`config.mk`:
```
export PLATFORM = sky130hd
export DESIGN_NAME = aligned_pattern_scanner_unit_flat
export DESIGN_NICKNAME = d
export VERILOG_FILES = /design/src/sv/aps_pkg.sv /design/src/sv/aps_if.sv /design/src/sv/aps_pattern_store.sv /design/src/sv/aps_scan_core.sv /design/src/sv/aligned_pattern_scanner_unit.sv /design/src/flat_wrapper.sv
export SDC_FILE = /design/constraint.sdc
export NUM_CORES = 2
export LEC_CHECK = 0
export ABC_AREA = 1
export ABC_CLOCK_PERIOD_IN_PS = 12900
export BUFFER_PORTS_ARGS = -buffer_cell sky130_fd_sc_hd__buf_2
export CORE_UTILIZATION = 25
export CTS_BUF_LIST = sky130_fd_sc_hd__clkbuf_4
export CTS_CLUSTER_DIAMETER = 80
export DETAILED_ROUTE_END_ITERATION = 7
export PLACE_DENSITY_LB_ADDON = 0.15
export SLEW_MARGIN = 20
export SYNTH_ARGS = -nofsm -noshare
export SYNTH_HDL_FRONTEND = slang
export SYNTH_SLANG_ARGS = --single-unit
export TNS_END_PERCENT = 10
```
`constraint.sdc`:
```
create_clock -name clock -period 12.9 [get_ports clock]
set_clock_uncertainty 0.05 [all_clocks]
set_input_delay 1.29 -clock clock [delete_from_list [all_inputs] [get_ports clock]]
set_output_delay 1.29 -clock clock [all_outputs]
set_load 0.03 [all_outputs]
```
`src/sv/aps_pkg.sv`:
```
package aps_pkg;

   // Field and storage sizes fixed by the item and register formats
   localparam int MAX_PATTERN     = 64;
   localparam int PAT_IDX_W       = 6;
   localparam int LEN_W           = 7;
   localparam int ALIGN_W         = 2;
   localparam int LANE_LO_W       = 3;
   localparam int ADDR_W          = 64;
   localparam int FUNC_W          = 2;
   localparam int CSR_INDEX_W     = 1;
   localparam int CSR_DATA_W      = 7;
   localparam int DEF_BLOCK_BYTES = 16384;

   localparam logic [LEN_W-1:0]   RESET_PATTERN_LENGTH = 7'd1;
   localparam logic [ALIGN_W-1:0] RESET_ALIGN_SHIFT    = 2'd2;

   typedef enum logic [FUNC_W-1:0] {
      FUNC_SCAN  = 2'd0,
      FUNC_LOAD  = 2'd1,
      FUNC_START = 2'd2
   } func_type;

   typedef logic [CSR_INDEX_W-1:0] csr_index_type;
   localparam csr_index_type CSR_PATTERN_LENGTH = 1'b0;
   localparam csr_index_type CSR_ALIGN_SHIFT    = 1'b1;

   typedef logic [7:0] byte_type;
   typedef logic [MAX_PATTERN-1:0][7:0] pattern_type;

   typedef struct packed {
      logic [FUNC_W-1:0]    func;
      byte_type             data_byte;
      logic [PAT_IDX_W-1:0] pattern_index;
      logic [ADDR_W-1:0]    region_base;
   } item_type;

   typedef struct packed {
      logic [LEN_W-1:0]   pattern_length;
      logic [ALIGN_W-1:0] align_shift;
   } cfg_type;

   // Pattern store control: byte writes from load transactions, full
   // realignment when the pattern length register is written
   typedef struct packed {
      logic                 wr_en;
      logic [PAT_IDX_W-1:0] wr_index;
      byte_type             wr_byte;
      logic                 realign_en;
      logic [LEN_W-1:0]     realign_len;
   } pat_ctl_type;

endpackage

```
`src/sv/aps_if.sv`:
```
interface aps_req_if import aps_pkg::*; ();
   logic                 valid;
   logic                 ready;
   logic [FUNC_W-1:0]    func;
   logic [7:0]           data_byte;
   logic [PAT_IDX_W-1:0] pattern_index;
   logic [ADDR_W-1:0]    region_base;

   modport source (output valid, func, data_byte, pattern_index, region_base, input ready);
   modport sink   (input valid, func, data_byte, pattern_index, region_base, output ready);
endinterface

interface aps_rsp_if import aps_pkg::*; ();
   logic              valid;
   logic              ready;
   logic [ADDR_W-1:0] match_address;

   modport source (output valid, match_address, input ready);
   modport sink   (input valid, match_address, output ready);
endinterface

interface aps_csr_if import aps_pkg::*; ();
   logic                   valid;
   logic                   ready;
   logic [CSR_INDEX_W-1:0] index;
   logic [CSR_DATA_W-1:0]  data;

   modport source (output valid, index, data, input ready);
   modport sink   (input valid, index, data, output ready);
endinterface

```
`src/sv/aps_pattern_store.sv`:
```
// Raw pattern bytes plus a copy laid out so that lane j holds the
// pattern byte compared against the j-th most recent stream byte.
module aps_pattern_store import aps_pkg::*; (
   input  logic        clock,
   input  pat_ctl_type ctl,
   input  logic [LEN_W-1:0] pattern_length,
   output pattern_type aligned
);

   pattern_type raw_ff, raw_in;
   pattern_type aligned_ff, aligned_in;
   pattern_type reversed;
   pattern_type shifted;
   logic [PAT_IDX_W-1:0] shift_amt;
   logic [LEN_W-1:0]     wr_pos;

   always_comb begin
      raw_in = raw_ff;
      if (ctl.wr_en) begin
         raw_in[ctl.wr_index] = ctl.wr_byte;
      end
   end

   // aligned[j] = raw[len-1-j]: reverse, then shift down by 64-len bytes
   always_comb begin
      for (int m = 0; m < MAX_PATTERN; m++) begin
         reversed[m] = raw_ff[MAX_PATTERN-1-m];
      end
      shift_amt = PAT_IDX_W'(LEN_W'(MAX_PATTERN) - ctl.realign_len);
      shifted = reversed;
      for (int k = 0; k < PAT_IDX_W; k++) begin
         if (shift_amt[k]) begin
            shifted = shifted >> (8 << k);
         end
      end
   end

   always_comb begin
      aligned_in = aligned_ff;
      wr_pos = pattern_length - LEN_W'(1) - {1'b0, ctl.wr_index};
      priority if (ctl.realign_en) begin
         aligned_in = shifted;
      end else if (ctl.wr_en && ({1'b0, ctl.wr_index} < pattern_length)) begin
         aligned_in[wr_pos[PAT_IDX_W-1:0]] = ctl.wr_byte;
      end else begin
         aligned_in = aligned_ff;
      end
   end

   always_ff @(posedge clock) begin
      raw_ff     <= raw_in;
      aligned_ff <= aligned_in;
   end

   assign aligned = aligned_ff;

endmodule

```
`src/sv/aps_scan_core.sv`:
```
// Byte window, region/block position tracking and the parallel compare.
module aps_scan_core import aps_pkg::*; #(
   parameter int BLOCK_BYTES = DEF_BLOCK_BYTES
) (
   input  logic              clock,
   input  logic              reset,
   input  logic              fire,
   input  item_type          item,
   input  cfg_type           cfg,
   input  pattern_type       pattern,
   output logic              hit,
   output logic [ADDR_W-1:0] match_address
);

   localparam int BO_W = $clog2(BLOCK_BYTES);
   localparam logic [BO_W-1:0] BO_LAST = BO_W'(BLOCK_BYTES - 1);
   localparam int WIN_DEPTH = MAX_PATTERN - 1;

   logic [WIN_DEPTH-1:0][7:0] window_ff, window_in;
   logic [ADDR_W-1:0]         cur_addr_ff, cur_addr_in;   // address of next byte
   logic [LANE_LO_W-1:0]      roff_lo_ff, roff_lo_in;     // low bits of region offset
   logic [BO_W-1:0]           block_off_ff, block_off_in;

   logic                   is_scan;
   logic                   is_start;
   logic [LEN_W-1:0]       lm1;
   logic                   len_ok;
   logic                   block_ok;
   logic [LANE_LO_W-1:0]   align_mask;
   logic [LANE_LO_W-1:0]   start_lo;
   logic                   align_ok;
   pattern_type            lanes;
   logic [MAX_PATTERN-1:0] lane_ok;

   always_comb begin
      is_scan  = fire && (item.func == FUNC_SCAN);
      is_start = fire && (item.func == FUNC_START);
      lm1      = cfg.pattern_length - LEN_W'(1);
      len_ok   = (cfg.pattern_length != '0) &&
                 (cfg.pattern_length <= LEN_W'(MAX_PATTERN));
      block_ok = 32'(block_off_ff) >= 32'(lm1);
      align_mask = ~(3'b111 << cfg.align_shift);
      start_lo   = roff_lo_ff - lm1[LANE_LO_W-1:0];
      align_ok   = (start_lo & align_mask) == '0;
      // lane 0 is the incoming byte, lane j the byte j positions back
      lanes = {window_ff, item.data_byte};
      for (int j = 0; j < MAX_PATTERN; j++) begin
         lane_ok[j] = (LEN_W'(j) >= cfg.pattern_length) || (pattern[j] == lanes[j]);
      end
      hit = is_scan && len_ok && block_ok && align_ok && (&lane_ok);
      match_address = cur_addr_ff - ADDR_W'(lm1);
   end

   always_comb begin
      window_in    = window_ff;
      cur_addr_in  = cur_addr_ff;
      roff_lo_in   = roff_lo_ff;
      block_off_in = block_off_ff;
      if (is_start) begin
         window_in    = '0;
         cur_addr_in  = item.region_base;
         roff_lo_in   = '0;
         block_off_in = '0;
      end else if (is_scan) begin
         window_in    = {window_ff[WIN_DEPTH-2:0], item.data_byte};
         cur_addr_in  = cur_addr_ff + ADDR_W'(1);
         roff_lo_in   = roff_lo_ff + LANE_LO_W'(1);
         block_off_in = (block_off_ff == BO_LAST) ? '0 : block_off_ff + BO_W'(1);
      end
   end

   always_ff @(posedge clock) begin
      if (reset) begin
         window_ff    <= '0;
         cur_addr_ff  <= '0;
         roff_lo_ff   <= '0;
         block_off_ff <= '0;
      end else begin
         window_ff    <= window_in;
         cur_addr_ff  <= cur_addr_in;
         roff_lo_ff   <= roff_lo_in;
         block_off_ff <= block_off_in;
      end
   end

endmodule

```
`src/sv/aligned_pattern_scanner_unit.sv`:
```
// Aligned byte pattern scanner.
// req_if carries one transaction per command: FUNC_START opens a region at
// region_base, FUNC_LOAD writes data_byte to pattern position pattern_index,
// FUNC_SCAN feeds the next region byte in address order. A scan byte that
// completes a match of pattern_length bytes, starting on a 2**align_shift
// boundary and lying inside one BLOCK_BYTES block of the region, produces one
// rsp_if transaction carrying the match start address. csr_if writes the two
// registers (0: pattern_length, 1: align_shift) and is always ready.
// Timing: a transaction is held in the input stage and compared there; a match
// is registered in the output register driving rsp_if. One transaction per
// cycle is sustained while rsp_if takes results, via the 64-lane window compare.
// A stalled rsp_if holds the match in the output register; the input stage
// still accepts one more transaction, then req_if.ready drops until the
// result is taken.
// Reset clears the byte window, region position, base address and the
// handshake state, and sets pattern_length 1 and align_shift 2. Pattern
// bytes are not cleared and must be loaded before use.
module aligned_pattern_scanner_unit import aps_pkg::*; #(
   parameter int BLOCK_BYTES = DEF_BLOCK_BYTES
) (
   input logic       clock,
   input logic       reset,
   aps_req_if.sink   req_if,
   aps_rsp_if.source rsp_if,
   aps_csr_if.sink   csr_if
);

   // input stage
   logic     s1_valid_ff, s1_valid_in;
   item_type s1_item_ff, s1_item_in;

   // output stage
   logic              rsp_valid_ff, rsp_valid_in;
   logic [ADDR_W-1:0] rsp_addr_ff, rsp_addr_in;

   // configuration registers
   cfg_type cfg_ff, cfg_in;

   logic              req_fire;
   logic              advance;     // output register free this cycle
   logic              exec_fire;   // input stage item executes
   logic              csr_fire;
   logic              hit;
   logic [ADDR_W-1:0] match_address;
   pat_ctl_type       pat_ctl;
   pattern_type       aligned_pattern;

   assign advance   = !rsp_valid_ff || rsp_if.ready;
   assign exec_fire = s1_valid_ff && advance;
   assign req_if.ready = !s1_valid_ff || advance;
   assign req_fire  = req_if.valid && req_if.ready;

   assign csr_if.ready = 1'b1;
   assign csr_fire     = csr_if.valid;

   always_comb begin
      s1_valid_in = s1_valid_ff;
      s1_item_in  = s1_item_ff;
      if (req_fire) begin
         s1_valid_in              = 1'b1;
         s1_item_in.func          = req_if.func;
         s1_item_in.data_byte     = req_if.data_byte;
         s1_item_in.pattern_index = req_if.pattern_index;
         s1_item_in.region_base   = req_if.region_base;
      end else if (exec_fire) begin
         s1_valid_in = 1'b0;
      end
   end

   // result register; loads and starts drop out here with no transaction
   always_comb begin
      rsp_valid_in = rsp_valid_ff;
      rsp_addr_in  = rsp_addr_ff;
      if (advance) begin
         rsp_valid_in = exec_fire && hit;
         if (exec_fire && hit) begin
            rsp_addr_in = match_address;
         end
      end
   end

   always_comb begin
      cfg_in = cfg_ff;
      if (csr_fire) begin
         unique case (csr_if.index)
            CSR_PATTERN_LENGTH: cfg_in.pattern_length = csr_if.data[LEN_W-1:0];
            CSR_ALIGN_SHIFT:    cfg_in.align_shift    = csr_if.data[ALIGN_W-1:0];
         endcase
      end
   end

   // loads write the store at execute; a length change rebuilds the lane layout
   always_comb begin
      pat_ctl.wr_en       = exec_fire && (s1_item_ff.func == FUNC_LOAD);
      pat_ctl.wr_index    = s1_item_ff.pattern_index;
      pat_ctl.wr_byte     = s1_item_ff.data_byte;
      pat_ctl.realign_en  = csr_fire && (csr_if.index == CSR_PATTERN_LENGTH);
      pat_ctl.realign_len = csr_if.data[LEN_W-1:0];
   end

   always_ff @(posedge clock) begin
      if (reset) begin
         s1_valid_ff           <= 1'b0;
         rsp_valid_ff          <= 1'b0;
         cfg_ff.pattern_length <= RESET_PATTERN_LENGTH;
         cfg_ff.align_shift    <= RESET_ALIGN_SHIFT;
      end else begin
         s1_valid_ff  <= s1_valid_in;
         rsp_valid_ff <= rsp_valid_in;
         cfg_ff       <= cfg_in;
      end
   end

   always_ff @(posedge clock) begin
      s1_item_ff  <= s1_item_in;
      rsp_addr_ff <= rsp_addr_in;
   end

   aps_pattern_store u_pattern_store (
      .clock          (clock),
      .ctl            (pat_ctl),
      .pattern_length (cfg_ff.pattern_length),
      .aligned        (aligned_pattern)
   );

   aps_scan_core #(
      .BLOCK_BYTES (BLOCK_BYTES)
   ) u_scan_core (
      .clock         (clock),
      .reset         (reset),
      .fire          (exec_fire),
      .item          (s1_item_ff),
      .cfg           (cfg_ff),
      .pattern       (aligned_pattern),
      .hit           (hit),
      .match_address (match_address)
   );

   assign rsp_if.valid         = rsp_valid_ff;
   assign rsp_if.match_address = rsp_addr_ff;

endmodule
```
`src/flat_wrapper.sv`:
```
// flat-port wrapper written by rule: the top's interface ports become plain ports
module aligned_pattern_scanner_unit_flat import aps_pkg::*;
#(
   parameter int BLOCK_BYTES = DEF_BLOCK_BYTES
)
  (clock, reset, req_if_valid, req_if_func, req_if_data_byte, req_if_pattern_index, req_if_region_base, req_if_ready, rsp_if_valid, rsp_if_match_address, rsp_if_ready, csr_if_valid, csr_if_index, csr_if_data, csr_if_ready);
  aps_req_if req_if_i ();
  aps_rsp_if rsp_if_i ();
  aps_csr_if csr_if_i ();
  input logic clock;
  input logic reset;
  input wire logic [$bits(req_if_i.valid)-1:0] req_if_valid;
  input wire logic [$bits(req_if_i.func)-1:0] req_if_func;
  input wire logic [$bits(req_if_i.data_byte)-1:0] req_if_data_byte;
  input wire logic [$bits(req_if_i.pattern_index)-1:0] req_if_pattern_index;
  input wire logic [$bits(req_if_i.region_base)-1:0] req_if_region_base;
  output wire logic [$bits(req_if_i.ready)-1:0] req_if_ready;
  output wire logic [$bits(rsp_if_i.valid)-1:0] rsp_if_valid;
  output wire logic [$bits(rsp_if_i.match_address)-1:0] rsp_if_match_address;
  input wire logic [$bits(rsp_if_i.ready)-1:0] rsp_if_ready;
  input wire logic [$bits(csr_if_i.valid)-1:0] csr_if_valid;
  input wire logic [$bits(csr_if_i.index)-1:0] csr_if_index;
  input wire logic [$bits(csr_if_i.data)-1:0] csr_if_data;
  output wire logic [$bits(csr_if_i.ready)-1:0] csr_if_ready;
  assign req_if_i.valid = req_if_valid;
  assign req_if_i.func = req_if_func;
  assign req_if_i.data_byte = req_if_data_byte;
  assign req_if_i.pattern_index = req_if_pattern_index;
  assign req_if_i.region_base = req_if_region_base;
  assign req_if_ready = req_if_i.ready;
  assign rsp_if_valid = rsp_if_i.valid;
  assign rsp_if_match_address = rsp_if_i.match_address;
  assign rsp_if_i.ready = rsp_if_ready;
  assign csr_if_i.valid = csr_if_valid;
  assign csr_if_i.index = csr_if_index;
  assign csr_if_i.data = csr_if_data;
  assign csr_if_ready = csr_if_i.ready;
  aligned_pattern_scanner_unit #(.BLOCK_BYTES(BLOCK_BYTES)) u_core (.clock(clock), .reset(reset), .req_if(req_if_i), .rsp_if(rsp_if_i), .csr_if(csr_if_i));
endmodule
```
== After elaboration in Yosys (flattened, before gate mapping) ==
Cells that the tools add are included.

* Shift-type cells: 1
* Add/subtract/negate cells: 8
* Order comparisons: 71
* Reduce and logical (&&, ||, !) cells: 94
* Multiplexer cells: 19
* Bitwise logic cells: 3
* Equal/unequal tests: 67

{| class="wikitable"
|+ Operators by type and width
! kind !! number
|-
| $mux W512 || 8
|-
| $bwmux W512 || 2
|-
| $eq A8 B8 Y1 || 64
|-
| $ge A6 B7 Y1 const A || 32
|-
| $mux W64 || 2
|-
| $ge A5 B7 Y1 const A || 16
|-
| $demux W8 S6 || 2
|-
| $logic_or A1 B1 Y1 || 66
|-
| $add A64 B1 Y64 const B || 1
|-
| $reduce_and A64 Y1 || 1
|-
| $sub A64 B7 Y64 || 1
|-
| $ge A4 B7 Y1 const A || 8
|-
| $ge A3 B7 Y1 const A || 4
|-
| $mux W8 || 2
|-
| $logic_and A1 B1 Y1 || 15
|-
| $add A14 B1 Y14 const B || 1
|-
| $eq A14 B14 Y1 const B || 1
|-
| $ge A1 B7 Y1 const A || 2
|-
| $ge A14 B7 Y1 || 1
|-
| $ge A2 B7 Y1 const A || 2
|-
| $lt A6 B7 Y1 const B || 2
|-
| $mux W14 || 1
|-
| $ge A6 B1 Y1 const B || 2
|-
| $le A7 B7 Y1 const B || 1
|-
| 20 further kinds || 26
|}

* Register bits after elaboration: 1764
* Output and inout port bits: 67

== Logic depth before layout (Yosys ltp) ==
* Word-level depth: 10
* Gate-level depth with buffers: 19
* Depth with buffers taken out: 17

== By module ==
Synthesis repeated with hierarchy kept, for this count alone.

* Cells, all modules: 14398
* Area, all modules: 104991.9 µm²

{| class="wikitable"
|+ Modules (own cells, without submodules)
! module !! cells an instance !! instances !! sequential area each (µm²) !! area each (µm²)
|-
| aps_pattern_store || 9101 || 1 || 30749.5 || 67121.9
|-
| aps_scan_core || 5076 || 1 || 11711.2 || 33042.9
|-
| aligned_pattern_scanner_unit || 221 || 1 || 4544.4 || 4827.1
|}

== Least setup slack after synthesis ==
Ideal clock, no wire load.

* Kind: input to register
* Start point: input port rsp_if_ready
* End point: register u_core.rsp_addr_ff[0], in the netlist u_core.rsp_if.match_address[0] (enable)
* Data arrival time: 5.085 ns
* Path slack: 7.279 ns
* Data required time: 12.364 ns
* Cell stages on the path: 12
* Cell sequence: nor2_1 nor2_1 nand2_1 nor2_1 nand4_1 nor2_1 nand2_1 nor2_1 nand2_1 nor2_1 nand3_1 nor2_1

* Word-level cells in the longest chain between the ends: 9

{| class="wikitable"
|+ RTL lines
! element !! line !! source
|-
| start: declaration || flat_wrapper.sv:20 || <nowiki>input wire logic [$bits(rsp_if_i.ready)-1:0] rsp_if_ready;</nowiki>
|-
| $logic_or A1 B1 Y1 (*) || aligned_pattern_scanner_unit.sv:48 || <nowiki>assign advance = !rsp_valid_ff || rsp_if.ready;</nowiki>
|-
| $logic_and A1 B1 Y1 || aligned_pattern_scanner_unit.sv:49 || <nowiki>assign exec_fire = s1_valid_ff && advance;</nowiki>
|-
| $logic_and A1 B1 Y1 || aps_scan_core.sv:36 || <nowiki>is_scan = fire && (item.func == FUNC_SCAN);</nowiki>
|-
| $logic_and A1 B1 Y1 (4 in series) || aps_scan_core.sv:50 || <nowiki>hit = is_scan && len_ok && block_ok && align_ok && (&lane_ok);</nowiki>
|-
| $logic_and A1 B1 Y1 || aligned_pattern_scanner_unit.sv:76 || <nowiki>if (exec_fire && hit) begin</nowiki>
|-
| $reduce_and A2 Y1 (no source line) (*) || n/a ||
|-
| end signal: assignment || aligned_pattern_scanner_unit.sv:116 || <nowiki>rsp_addr_ff <= rsp_addr_in;</nowiki>
|-
| end: declaration || aligned_pattern_scanner_unit.sv:34 || <nowiki>logic [ADDR_W-1:0] rsp_addr_ff, rsp_addr_in;</nowiki>
|}

Mark *: on every way between the ends. The rest lies on a longest branch, timed or not.
A chain may end at the register's enable or synchronous reset.

==> metrics.md <==
| Metric | Value |
|---|---|
| First-pass GRT wire length | `between 800 and 900 mm` |
| Antenna Nets Post-Route | `0` |
| Area added between synthesis and finish | `13.9%` |
| Hold depth | `3` |
| Slew Limit Fails | `0` |
| Layout cell share with drive strength beyond 1 | `9.60%` |
| CTS Buf Count | `between 500 and 600` |
| Reg-to-Reg End | `u_core.u_pattern_store.aligned[299]` |
| Total GRT Usage | `a little under a third` |
| Initial antenna violation count | `66` |
| Fillers | `45,613` |
| HP Class | `in -> reg` |
| IO Port Bufs | `around 160` |
| Post-DP HPWL | `about 530 mm` |
| Vias per inst | `between 5 and 6` |
| CP max FO | `144` |
| Design area | `between 100,000 and 150,000 sq um` |
| Die ar. | `roughly 410,000 sq um` |
| Number of synthesized register bits | `roughly 1,800` |
| Post-Place Cell Area | `about 110,000 sq um` |
| Clk sink count | `roughly 1,800` |
| Iteration-0 DRC Markers | `16,001` |
| Status | `finished, violations left` |
| Average size of a mapped cell | `around 7.4 sq um` |
| EDFF count, synth | `1,168` |
| Critical Path Sink Type | `flop` |
| Synthesized area | `approximately 100,000 sq um` |
| Final setup violation count | `0` |
| CP Class | `in -> reg` |
| # IOs | `160` |
| Critical Path RT | `approximately 14,000 ps` |
| Final hold violations | `0` |
| Vias in the first global route | `between 90,000 and 100k` |
| DRC viols | `0` |
| Tmin final | `roughly 6200 ps` |
| Async SR Flop Fraction | `0%` |
| CTS tree | `done` |
| Gr ovfl total | `0` |
| Syn Nets | `around 14,000` |
| Power Dens Cells | `around 140 nW/um^2` |
| Yosys top cell by area | `edfxtp_1` |
| Worst R2R Path Depth | `8` |
| Violated checks | `max-capacitance violations` |
| Final core occ | `between 20 and 30%` |
| Fin crit share | `roughly half` |
| Synth warnings | `0` |
| Most used DFF post-synth | `edfxtp_1` |
| H-tree lvl count | `6` |
| Drt first pass iters | `6` |
| DR WL/cell | `33.8 microns` |
| Synth top area cells | `edfxtp_1 (34%), nand2_1 (19%), dfxtp_1 (12%), o21ai_0 (7.2%), nand3_1 (6.2%)` |
| Mapped Cells | `about 14,000` |
| Placed instance count | `approximately 19,000` |
| CP startpoint kind | `primary input` |
| Post-cts sizing count | `0` |
| Clk_lat worst skew | `between 1500 and 2000 ps` |
| Worst VDD drop | `0.0771 mV` |
| Layout Nets | `roughly 14,000` |
| CORE AREA | `between 400,000 and 500,000 sq um` |
| Die width | `approximately 640 microns` |
| RSZ-0062 raised after global routing | `no` |
| Netlist cell types | `47` |
| Achievable Freq | `around 160 MHz` |
| Max Cap Viol | `2` |
| CTS Buffer Depth | `4` |
| Hold Path End | `u_core.cfg_ff[7]` |
| Final TNS setup | `0 ps` |
| Min-delay src | `csr_if_data[5]` |
| Chip Height | `~640 microns` |
| Final RePlAce weighted congestion | `between 1 and 1.5` |
| Initial Util | `roughly a quarter` |
| Pwr Total | `around 16,000 uW` |
| Clock-pin slew on the worst setup and hold paths | `around 70 ps` |
| Row cnt | `around 240` |
| Detailed Route WL | `between 600 and 700 mm` |
| Critical Path AT | `7520 ps` |
| Top cell type's share of synthesized area | `34.1%` |
| Relative slew slack | `0.129%` |
| CTS root buffer | `clkbuf_4` |
| Largest net degree at the start of global routing | `181` |
| Lkg Pwr | `between 0.04 and 0.05 uW` |
| Slew @ Worst Pin | `1480 ps` |
| R2r startpoint | `u_core.pat_ctl[19]` |
| Non-Filler Instances | `approximately 20,000` |
| Sequential element share of the synthesized area | `a little under half` |
| Reg2Reg Setup Slack | `about 7000 ps` |
| DR vias | `roughly 110k` |
[repair_timing]
item | CTS | global route
hold buffers | 84 | 0
hold endpoints to repair | 87 | 0
buffers inserted | 0 | 0
[through the flow]
stage / worst slack (ps) / hold WS (ps)
floorplan: 7280 / 387
detailed placement: 5480 / 419
global placement: 5550 / 417
finish: 6650 / 186
CTS: 7160 / 18.5
global route: 6750 / 131
[logic make-up after synthesis]
kind of cell	after synthesis	synth area share (%)
AO/OA/AOI/OAI	2396	12.1
XOR/XNOR	514	4.40
adder cells (fa/ha/maj)	29	0.375
buffers and inverters	1486	5.50
flip-flops	1764	45.8
multiplexers	211	2.06
other	1	0.00365
AND/OR/NAND/NOR	7527	29.8
[layer usage]
metal	vias up	GRT usage, %	routed length [microns]
met2	6054	44.5	274000
met4	44	19.9	50500
met3	1380	7.49	61800
li1	46937	-	-
met5	-	0	302
met1	52572	42.1	287000
[cell usage in the layout, fill, tap and decap left out, drive strengths merged, types with 84 or more instances in the layout]
cell type / instances
inv: 609
xor2: 94
o21ai: 1501
nand2: 5099
a21oi: 652
dfxtp: 596
dlygate4sd3: 84
clkbuf: 800
clkinv: 153
buf: 360
nand3: 1271
a31oi: 135
edfxtp: 1168
xnor2: 420
mux2i: 211
nor2: 915
nand4: 95
[how the worst max path moves through the flow]
stage,from,end,slack (ps),cells after the start
floorplan,rsp_if_ready,u_core.rsp_if.match_address[0],7280,12
global placement,csr_if_data[0],u_core.u_pattern_store.aligned[79],5550,13
detailed placement,csr_if_data[0],u_core.u_pattern_store.aligned[79],5480,13
CTS,u_core.pat_ctl[19],u_core.u_pattern_store.aligned[301],7160,8
global route,csr_if_data[0],u_core.u_pattern_store.aligned[98],6750,14
finish,csr_if_data[0],u_core.u_pattern_store.aligned[103],6650,13
[synthesized netlist by cell type (8+ instances only)]
cell type,number
nand2_1,5092
o21ai_0,1485
nand3_1,1271
edfxtp_1,1168
nor2_1,870
clkbuf_1,713
a21oi_1,651
dfxtp_1,596
inv_1,577
xnor2_1,420
mux2i_1,211
a31oi_1,135
buf_1,117
nand4_1,95
xor2_1,91
nor3_1,65
buf_2,59
o21a_1,54
or2_2,41
ha_1,26
o211ai_1,26
nor2_2,25
nor2_4,20
o21ai_1,15
nor4_1,14
clkinv_1,12
o22ai_1,12
and2_1,9
a22oi_1,8
nand3b_1,8
[flip-flops by register name, indices dropped and copies added (netlist names), 14 cells and up]
name and flops:
u_core.s1_item_ff 66, u_core.rsp_if.match_address 64, u_core.pat_ctl 14, u_core.u_scan_core.cur_addr_ff 64
u_core.u_pattern_store.raw_ff 512, u_core.u_pattern_store.aligned 512, u_core.u_scan_core.block_off_ff 14, u_core.u_scan_core.lanes 504
[power by group]
| group | leakage [uW] | total [uW] | internal [uW] | switching [uW] |
|---|---|---|---|---|
| Clock | 0.00421 | 5940 | 3040 | 2910 |
| Combinational | 0.0247 | 3820 | 727 | 3100 |
| Sequential | 0.0155 | 6300 | 6180 | 120 |
[area by class of cell]
cell class              instances  area [sq um]  area share (%)
multi-input cells           10678         50200            42.9
flip-flops and latches       1764         47000            40.2
well taps                    5451          6820            5.83
clock buffers                 800          6010            5.13
repair buffers                444          3410            2.91
inverters                     596          2310            1.97
clock inverters               189          1140           0.977
diodes                         37          92.6          0.0791
[critical path: stages]
cell and delay, ps:
buf_8 350, buf_12 400, inv_8 240, ha_4 250, xnor2_2 150, buf_4 690
buf_4 830, buf_12 680, mux2i_1 370, o21ai_0 950, nand2_1 230, nand3_1 410
nand3_1 190
(Power assumes the default switching activity.)
